## src/hdl/pli_ram.sv

```systemverilog
module pli_ram #(
   parameter int WIDTH = 32,
   parameter int DEPTH = 64
) (
   input  logic                     clock,
   input  logic                     wr_en,
   input  logic [$clog2(DEPTH)-1:0] wr_addr,
   input  logic [WIDTH-1:0]         wr_data,
   input  logic [$clog2(DEPTH)-1:0] rd_addr,
   output logic [WIDTH-1:0]         rd_data
);

   logic [WIDTH-1:0] mem_ff [0:DEPTH-1];
   logic [WIDTH-1:0] rd_data_ff;

   always_ff @(posedge clock) begin
      if (wr_en) begin
         mem_ff[wr_addr] <= wr_data;
      end
      rd_data_ff <= mem_ff[rd_addr];
   end

   assign rd_data = rd_data_ff;

endmodule
```

## config.mk

```make
export PLATFORM = sky130hd
export DESIGN_NAME = pli_ram
export DESIGN_NICKNAME = d
export VERILOG_FILES = /design/src/hdl/pli_ram.sv
export SDC_FILE = /design/constraint.sdc
export NUM_CORES = 2
export LEC_CHECK = 0
export BUFFER_PORTS_ARGS = -buffer_cell sky130_fd_sc_hd__buf_2
export CORE_MARGIN = 5
export CORE_UTILIZATION = 40
export DETAILED_ROUTE_END_ITERATION = 8
export SLEW_MARGIN = 20
export SYNTH_ARGS = -nofsm -noshare
export SYNTH_HDL_FRONTEND = slang
export SYNTH_SLANG_ARGS = --single-unit
```

## constraint.sdc

```tcl
create_clock -name clock -period 8.55 [get_ports clock]
set_clock_uncertainty 0.2 [all_clocks]
set_input_delay 2.1375 -clock clock [delete_from_list [all_inputs] [get_ports clock]]
set_output_delay 2.1375 -clock clock [all_outputs]
set_load 0.02 [all_outputs]
```

==> results.sh <==
export IMPL_yosysTopAreaCellShare=0.783
export IMPL_cts_path_max_buffers=3
export IMPL_min_path_type="flip-flop to flip-flop"
export IMPL_clock_latency_ns=0.83
export IMPL_first_pass_iters=5
export IMPL_period_minus_slack_ns=4.98
export IMPL_setup_violations=0
export IMPL_synth_nets=3370
export IMPL_dr_first_iter_drc_count=4458
export IMPL_fp_row_count=162
export IMPL_die_area_um2=205000
export IMPL_worstMarginPinSlew_ns=1.13
export IMPL_cts_sinks=2080
export IMPL_r2r_setup_slack_ns=6.06
export IMPL_ys_warn_count=0
export IMPL_clock_fmax_mhz=201
export IMPL_overflow=0
export IMPL_syn_inst=3324
export IMPL_antenna_found_initial=17
export IMPL_synthFlopType="edfxtp_1"
export IMPL_power_density_nw_per_um2=233
export IMPL_required_ns=9.02
export IMPL_ys_seq_elements=2080
export IMPL_num_vias=36700
export IMPL_utilization=0.457
export IMPL_h_tree_depth=4
export IMPL_cts_root_buf="clkbuf_16"
export IMPL_layout_drive_gt1_share=0.292
export IMPL_cts_hold_buf=0
export IMPL_outcome="completed"
export IMPL_reg2reg_to="rd_data[29]"
export IMPL_cts_setup_buffers=0
export IMPL_synth_most_common_cell="edfxtp_1"
export IMPL_setup_tns_ns=0
export IMPL_worstHoldEndpoint="rd_data[20]"
export IMPL_max_slew_margin=0.250
export IMPL_drv_cap=0
export IMPL_synth_edf_count=2048
export IMPL_ctsResizeCount=0
export IMPL_place_port_buffers=77
export IMPL_ioPinCount=78
export IMPL_synth_area_leader_cell="edfxtp_1"
export IMPL_grt_max_degree=102
export IMPL_grt_pass1_vias=37000
export IMPL_final_antenna_net_count=0
export IMPL_cts_inserted_buffers=202
export IMPL_post_route_period_util=0.582
export IMPL_synthArstFlopShare=0
export IMPL_holdPathStages=4
export IMPL_yosys_cell_types_count=34
export IMPL_layout_area_overhead_vs_synth_pct=13.7
export IMPL_wl_per_cell_um=31.6
export IMPL_finalInstanceArea_um2=89300
export IMPL_ir_drop_mv=0.190
export IMPL_ff2ff_path_depth=4
export IMPL_synth_commonest_cells="2,048 x edfxtp_1, 544 x mux4_2, 137 x nor2_1, 93 x mux2i_1, 84 x o22ai_1"
export IMPL_crit_start="rd_addr[0]"
export IMPL_final_nets=3576
export IMPL_routed_via_density=5.79
export IMPL_wl_mm=200
export IMPL_drc=0
export IMPL_core_area_um2=195000
export IMPL_die_width_um=453
export IMPL_p_leak_nw=27.4
export IMPL_initial_core_util=0.402
export IMPL_grt_usage=0.194
export IMPL_grt_pass1_wl_mm=284
export IMPL_placed_area_um2=82800
export IMPL_gp_congestion=0.760
export IMPL_rsz0062_at_grt="false"
export IMPL_critPathMaxFanout=59
export IMPL_cts_tree="built"
export IMPL_drv_slew=0
export IMPL_postSynthAreaPerCell_um2=23.6
export IMPL_crit_type="input pin to flip-flop"
export IMPL_arrival_ns=5.45
export IMPL_reg2reg_from="mem_ff[2][29]"
export IMPL_synth_area_leaders="edfxtp_1 78%, mux4_2 16%, mux2i_1 1.2%"
export IMPL_hold_viol=0
export IMPL_cp_end_kind="flip-flop"
export IMPL_die_h_um=453
export IMPL_worstSetupStartpointType="input pin"
export IMPL_syn_area_um2=78500
export IMPL_cts_clk_slew_worst_paths_ns=0.06
export IMPL_synth_seq_area_share=0.791
export IMPL_place_hpwl_mm=108
export IMPL_hold_start="mem_ff[28][20]"
==> metal layers <==
layer | wire length [um] | GRT usage | share of wire
met1 | 82500 | 0.277 | 0.41
met2 | 97500 | 0.314 | 0.49
met3 | 14900 | 0.0327 | 0.074
met4 | 5280 | 0.0518 | 0.026
met5 | 39 | 0 | 0.00019
==> logic make-up (layout without fill, tap and decap cells) <==
family / count (synthesis) / after routing / share of synthesized area
and+or+nand+nor: 223 / 223 / 0.0127
AOI/OAI and AO/OA: 202 / 202 / 0.0167
other: 0 / 4 / 0
muxes: 637 / 637 / 0.168
buffers and inverters: 182 / 564 / 0.0113
DFF: 2080 / 2080 / 0.791
==> per-stage QoR <==
stage / worst slack [ns] / hold slack, ns / total power [W] / std cells
global route: 3.41 / 0.638 / 0.0215 / 6332
detailed placement: 2.54 / 0.553 / 0.0126 / 5945
global placement: 2.54 / 0.511 / 0.0126 / 5944
CTS: 3.45 / 0.567 / 0.0210 / 6325
finish: 3.57 / 0.556 / 0.0208 / 6334
floorplan: 3.05 / 0.463 / 0.0121 / 3324
==> registers in the layout (all words and copies together), names as in the netlist <==
| signal | flops |
|---|---|
| rd_data | 32 |
| mem_ff | 2048 |
==> layout by cell type, fill, tap and decap left out, types with 62 or more instances in the layout <==
cell	Yosys	final
o22ai_1	84	84
buf_4	25	108
nor2_1	137	74
nor2_4	0	62
clkbuf_16	0	202
mux4_2	544	544
edfxtp_1	2048	2048
a21oi_1	62	62
mux2i_1	93	93
clkbuf_1	74	70
==> worst max-delay path by stage <==
stage	cells past startpoint	end	slack, ns
floorplan	4	mem_ff[48][0]	3.05
global placement	7	rd_data[29]	2.54
detailed placement	7	rd_data[29]	2.54
CTS	7	rd_data[29]	3.45
global route	7	rd_data[27]	3.41
finish	7	rd_data[29]	3.57
==> worst max-delay path, stage by stage <==
cell and delay, ns:
buf_8 0.55, buf_12 0.37, buf_4 0.44, mux4_2 0.57, mux4_2 0.48, o22ai_1 0.63, nor2_1 0.17
==> report_power, final <==
group | switching [W] | internal [W]
combinational | 0.000628 | 0.000372
clock | 0.00377 | 0.00472
sequential | 0.0000438 | 0.0113
==> final cells by class <==
type,count,area (um2)
clock buffer,289,5550
fill,16100,106000
clock inverter,91,792
antenna,4,10.0
multi-input combinational,1062,16000
timing repair buffer,184,1510
sequential,2080,62100
tap,2624,3280
No activity file was read; power rests on OpenSTA's default activity.
